$ cat src/sv/dsjs_pkg.sv
// Shared constants, types and state codes for the deadline slot job scheduler.
package dsjs_pkg;

    localparam int SLOTS     = 1024;
    localparam int ADDR_W    = $clog2(SLOTS);
    localparam int VAL_W     = 10;
    localparam int DL_W      = 14;
    localparam int TOT_W     = 21;
    localparam int OUT_TOT_W = 20;

    typedef logic [ADDR_W-1:0] addr_t;
    typedef logic [VAL_W-1:0]  val_t;

    typedef enum logic [2:0] {
        ST_CLEAR,
        ST_IDLE,
        ST_START,
        ST_READ,
        ST_WALK,
        ST_DONE
    } state_t;

    typedef struct packed {
        logic  en;
        addr_t addr;
        val_t  data;
    } slot_wr_t;

    typedef struct packed {
        logic [OUT_TOT_W-1:0] total_value;
        val_t                 dropped_value;
        logic                 rejected;
    } result_t;

endpackage

$ cat src/sv/dsjs_if.sv
// Valid/ready channel interfaces for job items and result items.
interface dsjs_job_if;
    logic                        valid;
    logic                        ready;
    logic                        start_over;
    logic [dsjs_pkg::VAL_W-1:0]  job_value;
    logic [dsjs_pkg::DL_W-1:0]   job_deadline;

    modport source (output valid, start_over, job_value, job_deadline, input ready);
    modport sink   (input valid, start_over, job_value, job_deadline, output ready);
endinterface


$ cat src/sv/dsjs_ctrl.sv
// Sequencer: clearing sweep, downward slot walk with read-modify-write, running total.
module dsjs_ctrl (
    input  logic                clk,
    input  logic                rst_n,
    dsjs_job_if.sink            jobs,
    output dsjs_pkg::slot_wr_t  mem_wr,
    output dsjs_pkg::addr_t     mem_rd_addr,
    input  dsjs_pkg::val_t      mem_rd_data,
    output logic                res_valid,
    input  logic                res_ready,
    output dsjs_pkg::result_t   res
);

    dsjs_pkg::state_t             state_reg, state_next;
    dsjs_pkg::addr_t              addr_reg, addr_next;
    dsjs_pkg::val_t               carry_reg, carry_next;
    dsjs_pkg::val_t               value_reg, value_next;
    logic [dsjs_pkg::DL_W-1:0]    deadline_reg, deadline_next;
    logic                         job_pend_reg, job_pend_next;
    logic [dsjs_pkg::TOT_W-1:0]   total_reg, total_next;

    logic                         accept;
    logic                         reject;
    logic                         swap;
    dsjs_pkg::val_t               carry_after;
    dsjs_pkg::addr_t              start_addr;
    logic [dsjs_pkg::TOT_W-1:0]   total_upd;

    assign accept = jobs.valid && jobs.ready;
    assign reject = (value_reg == '0) || (deadline_reg == '0);

    // Clamp a deadline beyond the table to the last slot.
    assign start_addr = (deadline_reg > dsjs_pkg::DL_W'(dsjs_pkg::SLOTS))
                        ? dsjs_pkg::ADDR_W'(dsjs_pkg::SLOTS - 1)
                        : dsjs_pkg::ADDR_W'(deadline_reg - dsjs_pkg::DL_W'(1));

    // Empty slots read as zero, so they always take the carried value.
    assign swap        = mem_rd_data < carry_reg;
    assign carry_after = swap ? mem_rd_data : carry_reg;

    assign total_upd = reject ? total_reg
                     : dsjs_pkg::TOT_W'(total_reg + dsjs_pkg::TOT_W'(value_reg)
                                        - dsjs_pkg::TOT_W'(carry_reg));

    always_comb
    begin
        state_next    = state_reg;
        addr_next     = addr_reg;
        carry_next    = carry_reg;
        value_next    = value_reg;
        deadline_next = deadline_reg;
        job_pend_next = job_pend_reg;
        total_next    = total_reg;
        unique case (state_reg)
            dsjs_pkg::ST_CLEAR:
            begin
                addr_next = addr_reg + dsjs_pkg::ADDR_W'(1);
                if (addr_reg == dsjs_pkg::ADDR_W'(dsjs_pkg::SLOTS - 1))
                begin
                    state_next    = job_pend_reg ? dsjs_pkg::ST_START : dsjs_pkg::ST_IDLE;
                    job_pend_next = 1'b0;
                end
            end
            dsjs_pkg::ST_IDLE:
            begin
                if (accept)
                begin
                    value_next    = jobs.job_value;
                    deadline_next = jobs.job_deadline;
                    if (jobs.start_over)
                    begin
                        state_next    = dsjs_pkg::ST_CLEAR;
                        addr_next     = '0;
                        job_pend_next = 1'b1;
                        total_next    = '0;
                    end
                    else
                    begin
                        state_next = dsjs_pkg::ST_START;
                    end
                end
            end
            dsjs_pkg::ST_START:
            begin
                if (reject)
                begin
                    carry_next = '0;
                    state_next = dsjs_pkg::ST_DONE;
                end
                else
                begin
                    carry_next = value_reg;
                    addr_next  = start_addr;
                    state_next = dsjs_pkg::ST_READ;
                end
            end
            dsjs_pkg::ST_READ:
            begin
                state_next = dsjs_pkg::ST_WALK;
            end
            dsjs_pkg::ST_WALK:
            begin
                carry_next = carry_after;
                if ((carry_after == '0) || (addr_reg == '0))
                begin
                    state_next = dsjs_pkg::ST_DONE;
                end
                else
                begin
                    addr_next = addr_reg - dsjs_pkg::ADDR_W'(1);
                end
            end
            dsjs_pkg::ST_DONE:
            begin
                if (res_ready)
                begin
                    total_next = total_upd;
                    state_next = dsjs_pkg::ST_IDLE;
                end
            end
            default:
            begin
                state_next = dsjs_pkg::ST_IDLE;
            end
        endcase
    end

    always_comb
    begin
        jobs.ready   = 1'b0;
        mem_wr.en    = 1'b0;
        mem_wr.addr  = addr_reg;
        mem_wr.data  = carry_reg;
        mem_rd_addr  = addr_reg;
        res_valid    = 1'b0;
        unique case (state_reg)
            dsjs_pkg::ST_CLEAR:
            begin
                mem_wr.en   = 1'b1;
                mem_wr.data = '0;
            end
            dsjs_pkg::ST_IDLE:
            begin
                jobs.ready = 1'b1;
            end
            dsjs_pkg::ST_WALK:
            begin
                mem_wr.en   = swap;
                // Fetch the next slot down while this one is written back.
                mem_rd_addr = addr_reg - dsjs_pkg::ADDR_W'(1);
            end
            dsjs_pkg::ST_DONE:
            begin
                res_valid = 1'b1;
            end
            default:
            begin
                mem_wr.en = 1'b0;
            end
        endcase
    end

    assign res.total_value   = total_upd[dsjs_pkg::OUT_TOT_W-1:0];
    assign res.dropped_value = carry_reg;
    assign res.rejected      = reject;

    always_ff @(posedge clk or negedge rst_n)
    begin
        if (!rst_n)
        begin
            state_reg    <= dsjs_pkg::ST_CLEAR;
            addr_reg     <= '0;
            job_pend_reg <= 1'b0;
            total_reg    <= '0;
        end
        else
        begin
            state_reg    <= state_next;
            addr_reg     <= addr_next;
            job_pend_reg <= job_pend_next;
            total_reg    <= total_next;
        end
    end

    always_ff @(posedge clk)
    begin
        carry_reg    <= carry_next;
        value_reg    <= value_next;
        deadline_reg <= deadline_next;
    end

`ifndef SYNTHESIS
    a_no_result_after_accept: assert property (@(posedge clk) disable iff (!rst_n)
        accept |=> !res_valid)
        else $error("result offered the cycle after an item was taken");

    a_read_carries_value: assert property (@(posedge clk) disable iff (!rst_n)
        state_reg == dsjs_pkg::ST_READ |-> carry_reg != '0)
        else $error("slot walk started with nothing to place");

    a_walk_steps_down: assert property (@(posedge clk) disable iff (!rst_n)
        (state_reg == dsjs_pkg::ST_WALK) && ($past(state_reg) == dsjs_pkg::ST_WALK)
        |-> addr_reg == $past(addr_reg) - dsjs_pkg::ADDR_W'(1))
        else $error("slot walk skipped or repeated a slot");

    a_dropped_bounded: assert property (@(posedge clk) disable iff (!rst_n)
        res_valid |-> carry_reg <= value_reg)
        else $error("dropped value exceeds the offered value");
`endif

endmodule

$ cat src/flat_wrapper.sv
// flat-port wrapper written by rule: the top's interface ports become plain ports
module dsjs_ctrl_flat 
  (clk, rst_n, mem_wr, mem_rd_addr, mem_rd_data, res_valid, res_ready, res, jobs_valid, jobs_start_over, jobs_job_value, jobs_job_deadline, jobs_ready);
  dsjs_job_if jobs_i ();
  input  logic clk;
  input  logic rst_n;
  output dsjs_pkg::slot_wr_t mem_wr;
  output dsjs_pkg::addr_t mem_rd_addr;
  input  dsjs_pkg::val_t mem_rd_data;
  output logic res_valid;
  input  logic res_ready;
  output dsjs_pkg::result_t res;
  input wire logic [$bits(jobs_i.valid)-1:0] jobs_valid;
  input wire logic [$bits(jobs_i.start_over)-1:0] jobs_start_over;
  input wire logic [$bits(jobs_i.job_value)-1:0] jobs_job_value;
  input wire logic [$bits(jobs_i.job_deadline)-1:0] jobs_job_deadline;
  output wire logic [$bits(jobs_i.ready)-1:0] jobs_ready;
  assign jobs_i.valid = jobs_valid;
  assign jobs_i.start_over = jobs_start_over;
  assign jobs_i.job_value = jobs_job_value;
  assign jobs_i.job_deadline = jobs_job_deadline;
  assign jobs_ready = jobs_i.ready;
  dsjs_ctrl u_core (.clk(clk), .rst_n(rst_n), .jobs(jobs_i), .mem_wr(mem_wr), .mem_rd_addr(mem_rd_addr), .mem_rd_data(mem_rd_data), .res_valid(res_valid), .res_ready(res_ready), .res(res));
endmodule
$ cat config.mk
export PLATFORM = sky130hd
export DESIGN_NAME = dsjs_ctrl_flat
export DESIGN_NICKNAME = d
export VERILOG_FILES = /design/src/sv/dsjs_pkg.sv /design/src/sv/dsjs_if.sv /design/src/sv/dsjs_ctrl.sv /design/src/flat_wrapper.sv
export SDC_FILE = /design/constraint.sdc
export NUM_CORES = 1
export LEC_CHECK = 0
export BUFFER_PORTS_ARGS = -buffer_cell sky130_fd_sc_hd__buf_2
export CAP_MARGIN = 20
export CELL_PAD_IN_SITES_DETAIL_PLACEMENT = 0
export CELL_PAD_IN_SITES_GLOBAL_PLACEMENT = 2
export CORE_ASPECT_RATIO = 0.75
export CORE_MARGIN = 2
export CORE_UTILIZATION = 34
export DETAILED_ROUTE_END_ITERATION = 10
export PLACE_DENSITY_LB_ADDON = 0.1
export SYNTH_ARGS = -nofsm -noshare
export SYNTH_HDL_FRONTEND = slang
export SYNTH_SLANG_ARGS = --single-unit
$ cat constraint.sdc
create_clock -name clk -period 4.3 [get_ports clk]
set_clock_uncertainty 0.1 [all_clocks]
set_input_delay 0.215 -clock clk [delete_from_list [all_inputs] [get_ports clk]]
set_output_delay 0.215 -clock clk [all_outputs]
set_load 0.05 [all_outputs]
**Word-level counts from Yosys, hierarchy flattened**

Index checks and enable logic that the tools add are counted.

- Input port bits: 39
- Word-level logic and storage cells: 78
- Output and inout port bits: 64
- Register bits: 69

- Magnitude comparators: 2
- Add/sub/neg operators: 5
- Mux-type cells: 31
- Reductions and logical operators: 18
- Equality and inequality tests: 14

Operators by type and width:

| kind | count |
|---|---|
| 2-to-1 mux 10 bit | 9 |
| 2-to-1 mux 21 bit | 4 |
| one-hot mux 21 bit (2 select lines) | 1 |
| one-hot mux 10 bit (4 select lines) | 1 |
| zero test 10 bit | 3 |
| adder 21 x 10 -> 21 bit | 1 |
| subtractor 21 x 10 -> 21 bit | 1 |
| one-hot mux 10 bit (2 select lines) | 1 |
| subtractor 10 x 1 -> 10 bit (second input constant) | 2 |
| one-hot mux 3 bit (6 select lines) | 1 |
| 2-to-1 mux 3 bit | 5 |
| > comparator 14 x 11 -> 1 bit (second input constant) | 1 |
| zero test 14 bit | 1 |
| AND reduction 4 bit | 3 |
| adder 10 x 1 -> 10 bit (second input constant) | 1 |
| == test 10 bit (second input constant) | 1 |
| less-than comparator 10 bit | 1 |
| inequality test 2 bit (second input constant) | 5 |
| AND reduction 5 bit | 2 |
| == test 3 x 2 -> 1 bit (second input constant) | 2 |
| == test 3 bit (second input constant) | 2 |
| inequality test 2 x 1 -> 1 bit (second input constant) | 3 |
| nonzero test 2 bit | 3 |
| 2-to-1 mux 1 bit | 5 |
| 8 further kinds | 11 |

**Longest topological paths before layout**

Gate-level depths: netlist (run 1).

- Depth in word-level cells: 6
- Gate-level depth with buffers: 14
- Mapped depth without buffers: 14

**Worst setup path before layout (run 1)**

No wires, ideal clock.

- Path kind: register -> output
- From: reg u_core.carry_reg[1]
- To: out res[28] in the netlist's numbering
- Data arrival time: 3.840 ns
- Setup slack: 0.145 ns
- Stages on the path, launching flop included: 11
- Path buffers: 0
- Path through: edfxtp_1 > fa_1 > inv_1 > ha_1 > a211oi_1 > o21a_1 > nor3b_2 > o211ai_2 > a31oi_1 > xnor2_1 > o21ai_0

RTL lines:

| item | line | RTL |
|---|---|---|
| from (decl) | dsjs_ctrl.sv:16 | `dsjs_pkg::val_t carry_reg, carry_next;` |
| from (signal assigned) | dsjs_ctrl.sv:187 | `carry_reg <= carry_next;` |
| to (decl) | flat_wrapper.sv:12 | `output dsjs_pkg::result_t res;` |

==> results of run 1 <==
[cell families after synthesis]
| kind of cell | share of synthesized area |
|---|---|
| simple gates | 0.1663 |
| compound gates | 0.2133 |
| buf+inv | 0.08248 |
| flops | 0.3317 |
| fa+ha+maj | 0.1131 |
| xor+xnor | 0.05588 |
| mux | 0.03725 |
[per-layer routing]
layer / GRT usage / vias to the layer above
met3: 0.05123 / 10
met2: 0.2771 / 168
met4: 0.04444 / 0
met5: 0 / -
li1: - / 2494
met1: 0.3066 / 2405
[final cells by class]
| class | count | area (µm²) |
|---|---|---|
| fill | 1677 | 9266 |
| tap | 210 | 262.8 |
| timing repair buffer | 136 | 828.3 |
| inverter | 72 | 270.3 |
| sequential | 68 | 1872 |
| clock buffer | 9 | 225.2 |
| clock inverter | 7 | 80.08 |
| multi-input combinational | 467 | 3311 |
[cell usage after synthesis (3+ instances only)]
| master | n | area share |
|---|---|---|
| a211oi_1 | 3 | 0.0040 |
| a21o_1 | 9 | 0.012 |
| a21oi_1 | 44 | 0.039 |
| a22o_1 | 17 | 0.026 |
| a22oi_1 | 4 | 0.0053 |
| a31oi_1 | 7 | 0.0078 |
| and2_1 | 4 | 0.0044 |
| and3_1 | 7 | 0.0078 |
| buf_2 | 3 | 0.0027 |
| buf_4 | 7 | 0.0093 |
| buf_6 | 7 | 0.014 |
| clkbuf_1 | 13 | 0.0086 |
| dfrtp_1 | 34 | 0.15 |
| edfxtp_1 | 34 | 0.18 |
| fa_1 | 10 | 0.035 |
| ha_1 | 35 | 0.078 |
| inv_1 | 70 | 0.047 |
| mux2_2 | 12 | 0.024 |
| mux2_4 | 3 | 0.0080 |
| mux2i_1 | 3 | 0.0053 |
| nand2_1 | 62 | 0.041 |
| nand3_1 | 8 | 0.0071 |
| nand4_1 | 6 | 0.0067 |
| nor2_1 | 62 | 0.041 |
| nor2b_1 | 6 | 0.0067 |
| nor3_1 | 8 | 0.0071 |
| nor4_1 | 11 | 0.012 |
| o21a_1 | 7 | 0.0093 |
| o21ai_0 | 36 | 0.032 |
| o21bai_1 | 4 | 0.0053 |
| o221ai_1 | 3 | 0.0047 |
| o22ai_1 | 11 | 0.012 |
| xnor2_1 | 22 | 0.034 |
| xor2_1 | 14 | 0.022 |
[per-stage QoR]
step	std cells	hold WS [ns]	worst slack (ns)	utilization	area, µm²
after floorplan	637	-0.1806	0.1453	-	5643
final	969	0.09125	0.3001	0.4250	6849
after global routing	969	0.1292	0.03073	0.4250	6849
after global placement	928	0.2912	0.6935	0.3902	6289
after CTS	969	0.07729	0.2553	0.4247	6844
after detailed placement	928	0.2931	0.6572	0.3902	6289
[what timing repair did]
action / CTS / global route
gates resized for setup: 0 / 1
hold endpoints to repair: 58 / 0
hold buffers: 25 / 0
setup endpoints to repair: 0 / 1
[worst min path at each step]
stage | startpoint | end | slack (ns) | cells after the start
floorplan | rst_n | u_core.addr_reg[0] | -0.18 | 0
global placement | jobs_job_value[4] | u_core.value_reg[4] | 0.29 | 1
detailed placement | jobs_job_value[5] | u_core.value_reg[5] | 0.29 | 1
CTS | res_ready | u_core.state_reg[2] | 0.08 | 4
global route | jobs_start_over | u_core.job_pend_reg | 0.13 | 2
finish | res_ready | u_core.state_reg[2] | 0.09 | 4
[worst max-delay path, stage by stage, from the launching register on]
cell and delay, ns:
edfxtp_1 0.50, ha_1 0.33, inv_1 0.05, ha_1 0.19, inv_1 0.07, fa_1 0.40
nor2b_1 0.21, nor2_1 0.09, o221a_2 0.28, o21ai_0 0.31, nand4_1 0.18, a31oi_1 0.19
xnor2_1 0.09, o21ai_0 0.16, buf_2 0.29
==> summary.md, run 1 <==
| Metric | Value |
|---|---|
| Core Rows | 40 |
| Synth Register Bits | about 70 |
| Num CTS Buffers | 9 |
| RSZ-0062 raised after global routing | false |
| Initial core utilization | 0.3502 |
| Mean Syn Cell Area | approximately 8.9 µm² |
| FF-to-FF setup slack | ~1 ns |
| Worst Path Max Fanout | 6 |
| H-tree Lvls | 3 |
| Count of cell types in the netlist | 70 |
| Synth Instances | around 640 |
| WL/cell | around 18 µm |
| Synth Flop Type | edfxtp_1 |
| Warnings from Yosys | 0 |
| Peak Freq | 250.0 MHz |
| Final worst path period need | approximately 4 ns |
| Slew HR | 0.3956 |
| Fraction of registers with async set/reset | 0.5000 |
| Crit Reg-Reg Startpoint | u_core.carry_reg[0] |
| CTS max path bufs | 2 |
| Total negative slack | 0 ns |
| Port Buf Inserts | 102 |
| Vias per inst | 5.239 |
| Setup crit start kind | register |
| Total Wirelength | 17220 µm |
| Clock latency on the worst-skew pair | 0.35 ns |
| Post-route ant nets | 0 |
| Core area | 0.01612 mm² |
| Drt pass-1 iters | 8 |
| Clock-pin slew on the worst setup and hold paths | 0.06 ns |
| Max reg flops | 20 |
| Critical path type | register to output pin |
| Commonest non-fill, non-tap cell in the layout | buf_2 |
| RR Endpoint | u_core.total_reg[18] |
| Final setup viols | 0 |
| Syn Nets | slightly above 700 |
| Share of layout cells above drive strength 1 | 0.2148 |
| Met2 routed WL | 6897 µm |
| Final hold violations | 0 |
| DR DRC count | 0 |
| Initial antenna violation count | 0 |
| Die area | 0.01765 mm² |
| TritonCTS clock tree | done |
| Met3 WL | 1049 µm |
| Max Cap Viol | 0 |
| Critical Path AT | 3.68 ns |
| HPWL Detailed | about 13000 µm |
| Gr ovfl total | 0 |
| Endpoint type of the worst setup path | output pin |
| Die height | 115.6 µm |
| EDFF count, synth | 34 |
| Met1 WL | 9111 µm |
| Area growth syn-to-layout | 21.37% |
| CP Capture Point | res[29] |
| Clk root buf | clkbuf_16 |
| Chip width | 152.8 µm |
| Clk sink count | 68 |
| # IOs | 103 |
| Crit path from | u_core.carry_reg[0] |
| DR top layer | met4 |
| First-pass GRT wire length | 27340 µm |
| ANT cells | 0 |
| Slew Limit Fails | 0 |
| Routed vias | roughly 5100 |
| RePlAce Congestion | 0.8766 |
| Mapped cell area | between 0.005 and 0.006 mm² |
| Commonest cells after routing, fill and taps aside | buf_2 (102), inv_1 (70), nand2_1 (62), nor2_1 (62), a21oi_1 (44) |
| Crit path required time | 3.98 ns |
| Outcome | finished, final reports clean |
| All-Layer GR Usage | 0.1992 |
| Number of global-route vias before repair | 4886 |
| HP Class | primary input to register |
| Worst slew pin tran | 0.9066 ns |
| Reg2reg path depth | 13 |
| Nets | between 800 and 900 |
| Crit share post-route | 0.9302 |
| Sequential area share after synthesis | 0.3317 |
| Iter 0 DRT Violations | 317 |
| Largest net degree at the start of global routing | 35 |
| Setup Buffers After CTS | 0 |
Power of run 1 is not shown: default switching activity piles up to over one toggle a cycle in this logic, so the estimate is an artifact.
==> inputs of run 2 (changes only) <==
- PLACE_DENSITY: default -> 0.84
- PLACE_DENSITY_LB_ADDON: 0.1 -> default
==> summary.md, run 2 (synthesis gave the netlist of run 1 again) <==
| Metric | Value |
|---|---|
| Outcome | finished, final reports clean (unchanged) |
| Crit path from | u_core.carry_reg[0] (unchanged) |
| Gr ovfl total | 0 (unchanged) |
| Final worst path period need | 4.013 ns (was 4.000 ns) |
| Reg area | 0.001872 mm² (unchanged) |
| Final hold violations | 0 (unchanged) |
| WHS Path Cells | 4 (unchanged) |
| Worst slew pin tran | 0.8730 ns (was 0.9066 ns) |
| Crit Reg-Reg Startpoint | u_core.carry_reg[0] (unchanged) |
| Global Route met1 Usage | 0.2815 (was 0.3066) |
| All-Layer GR Usage | 0.1920 (was 0.1992) |
| Core Rows | 40 (unchanged) |
| Crit-path leading delay family | adder cells (was compound AO/OA/AOI/OAI gates) |
| Routed vias | 5067 (was 5077) |
| Initial core utilization | 0.3502 (unchanged) |
| Fill cells | 1641 (was 1677) |
| Critical Path AT | 3.70 ns (was 3.68 ns) |
| Top Usage Layer GRT | met2 (was met1) |
| Slowest CP cell | edfxtp_1 (unchanged) |
| Area growth syn-to-layout | 22.02% (was 21.37%) |
| Max Cap Viol | 0 (unchanged) |
| Port Buf Inserts | 102 (unchanged) |
| Levels on crit path | 14 (unchanged) |
| CP Capture Point | res[29] (unchanged) |
| HP Class | primary input to register (unchanged) |
| Clock-pin slew on the worst setup and hold paths | 0.06 ns (about the same) |
| Iter 0 DRT Violations | 299 (was 317) |
| Max reg flops | 20 (unchanged) |
| Vias per inst | 5.235 (was 5.239) |
| Clk sink count | 68 (unchanged) |
| Post-route ant nets | 0 (unchanged) |
| TritonCTS clock tree | done (unchanged) |
| Critical path type | register to output pin (unchanged) |
| H-tree Lvls | 3 (unchanged) |
| # IOs | 103 (unchanged) |
| Hold_buf cts | 25 (unchanged) |
| Worst path bufs/invs | 3 (unchanged) |
| Clk root buf | clkbuf_16 (unchanged) |
| ANT cells | 0 (unchanged) |
| Nets | 837 (was 838) |
| First-pass GRT wire length | 26810 µm (was 27340 µm) |
| Final setup viols | 0 (unchanged) |
| Worst Path Max Fanout | 6 (unchanged) |
| WL/cell | 17.29 µm (was 17.77 µm) |
| Crit path required time | 3.98 ns (about the same) |
| Met3 Use GR | 0.04114 (was 0.05123) |
| Number of global-route vias before repair | 4985 (was 4886) |
| Critical path cell sequence | ha_1 -> inv_1 -> ha_1 -> inv_1 -> fa_1 -> nor2b_1 -> nor2_1 -> o221a_2 -> o21ai_0 -> nand4_1 -> a31oi_1 -> xnor2_1 -> o21ai_0 -> buf_2 (unchanged) |
| Drt pass-1 iters | 7 (was 8) |
| Area occupied by multi-input gates | 0.003306 mm² (was 0.003311 mm²) |
| Setup Buffers After CTS | 0 (unchanged) |
| Share of layout cells above drive strength 1 | 0.2111 (was 0.2148) |
| Largest net degree at the start of global routing | 35 (unchanged) |
| Slew HR | 0.4180 (was 0.3956) |
| Max incr delay on CP | 0.50 ns (about the same) |
| Total negative slack | 0 ns (unchanged) |
| CTS max path bufs | 2 (unchanged) |
| Peak Freq | 249.2 MHz (was 250.0 MHz) |
| Chip width | 152.8 µm (unchanged) |
| Initial antenna violation count | 0 (unchanged) |
| Num CTS Buffers | 9 (unchanged) |
| Commonest non-fill, non-tap cell in the layout | buf_2 (unchanged) |
| Die area | 0.01765 mm² (unchanged) |
| RSZ-0062 raised after global routing | false (unchanged) |
| Total Wirelength | 16730 µm (was 17220 µm) |
| Grt met2 use | 0.2918 (was 0.2771) |
| Slew Limit Fails | 0 (unchanged) |
| HPWL Detailed | 12660 µm (was 13110 µm) |
| FF-to-FF setup slack | 0.95 ns (was 1.03 ns) |
| RePlAce Congestion | 0.8703 (was 0.8766) |
| RR Endpoint | u_core.total_reg[18] (unchanged) |
| Die height | 115.6 µm (unchanged) |
| Clock latency on the worst-skew pair | 0.34 ns (was 0.35 ns) |
| Crit share post-route | 0.9332 (was 0.9302) |
| Setup crit start kind | register (unchanged) |
| DR DRC count | 0 (unchanged) |
| Endpoint type of the worst setup path | output pin (unchanged) |
| Commonest cells after routing, fill and taps aside | buf_2 (102), inv_1 (70), nand2_1 (62), nor2_1 (62), a21oi_1 (44) (unchanged) |
| Reg2reg path depth | 13 (unchanged) |
| Core area | 0.01612 mm² (unchanged) |
| Post_cts resized | 0 (unchanged) |
-- run 2: cell count changes in the layout (fill, tap and decap cells not counted), sizes merged --
cell      previous run  this run
clkbuf               9        10
inv                 75        71
buf                111       110
bufinv               1         3
clkinvlp             2         0
clkinv               1         4
-- run 2: layer usage --
layer  up-vias  wire (µm)
met1      2408       8607
li1       2489          -
met3        14        915
met5         -          0
met2       156       7050
met4         0        160
-- run 2: layout make-up --
class | count | share of cell area
clock buffer | 10 | 0.03325
clock inverter | 6 | 0.01635
inverter | 72 | 0.03925
multi-input combinational | 467 | 0.4801
sequential | 68 | 0.2719
tap | 210 | 0.03816
timing repair buffer | 135 | 0.1210
-- run 2: worst min-delay path, stage by stage --
cell and delay (ns):
buf_2 0.12, nand2_1 0.06, nand2_1 0.05, o21ai_0 0.06
-- run 2: stage by stage --
stage	setup WS (ns)	utilization	hold WS [ns]	std cells	area, µm²
6_report	0.2871	0.4273	0.1104	968	6885
5_1_grt	0.09979	0.4273	0.1254	968	6885
4_1_cts	0.3264	0.4273	0.1077	968	6885
3_5_place_dp	0.7098	0.3905	0.2931	927	6294
3_3_place_gp	0.7755	0.3905	0.2724	927	6294
2_1_floorplan	0.1453	-	-0.1806	637	5643
-- run 2: worst min path at each step --
| stage | start | to | slack (ns) |
|---|---|---|---|
| floorplan | rst_n | u_core.addr_reg[0] | -0.18 |
| global placement | rst_n | u_core.total_reg[4] | 0.27 |
| detailed placement | jobs_job_deadline[2] | u_core.deadline_reg[2] | 0.29 |
| CTS | res_ready | u_core.state_reg[2] | 0.11 |
| global route | jobs_start_over | u_core.job_pend_reg | 0.13 |
| finish | res_ready | u_core.state_reg[2] | 0.11 |
Power of run 2 is left out for the same reason.
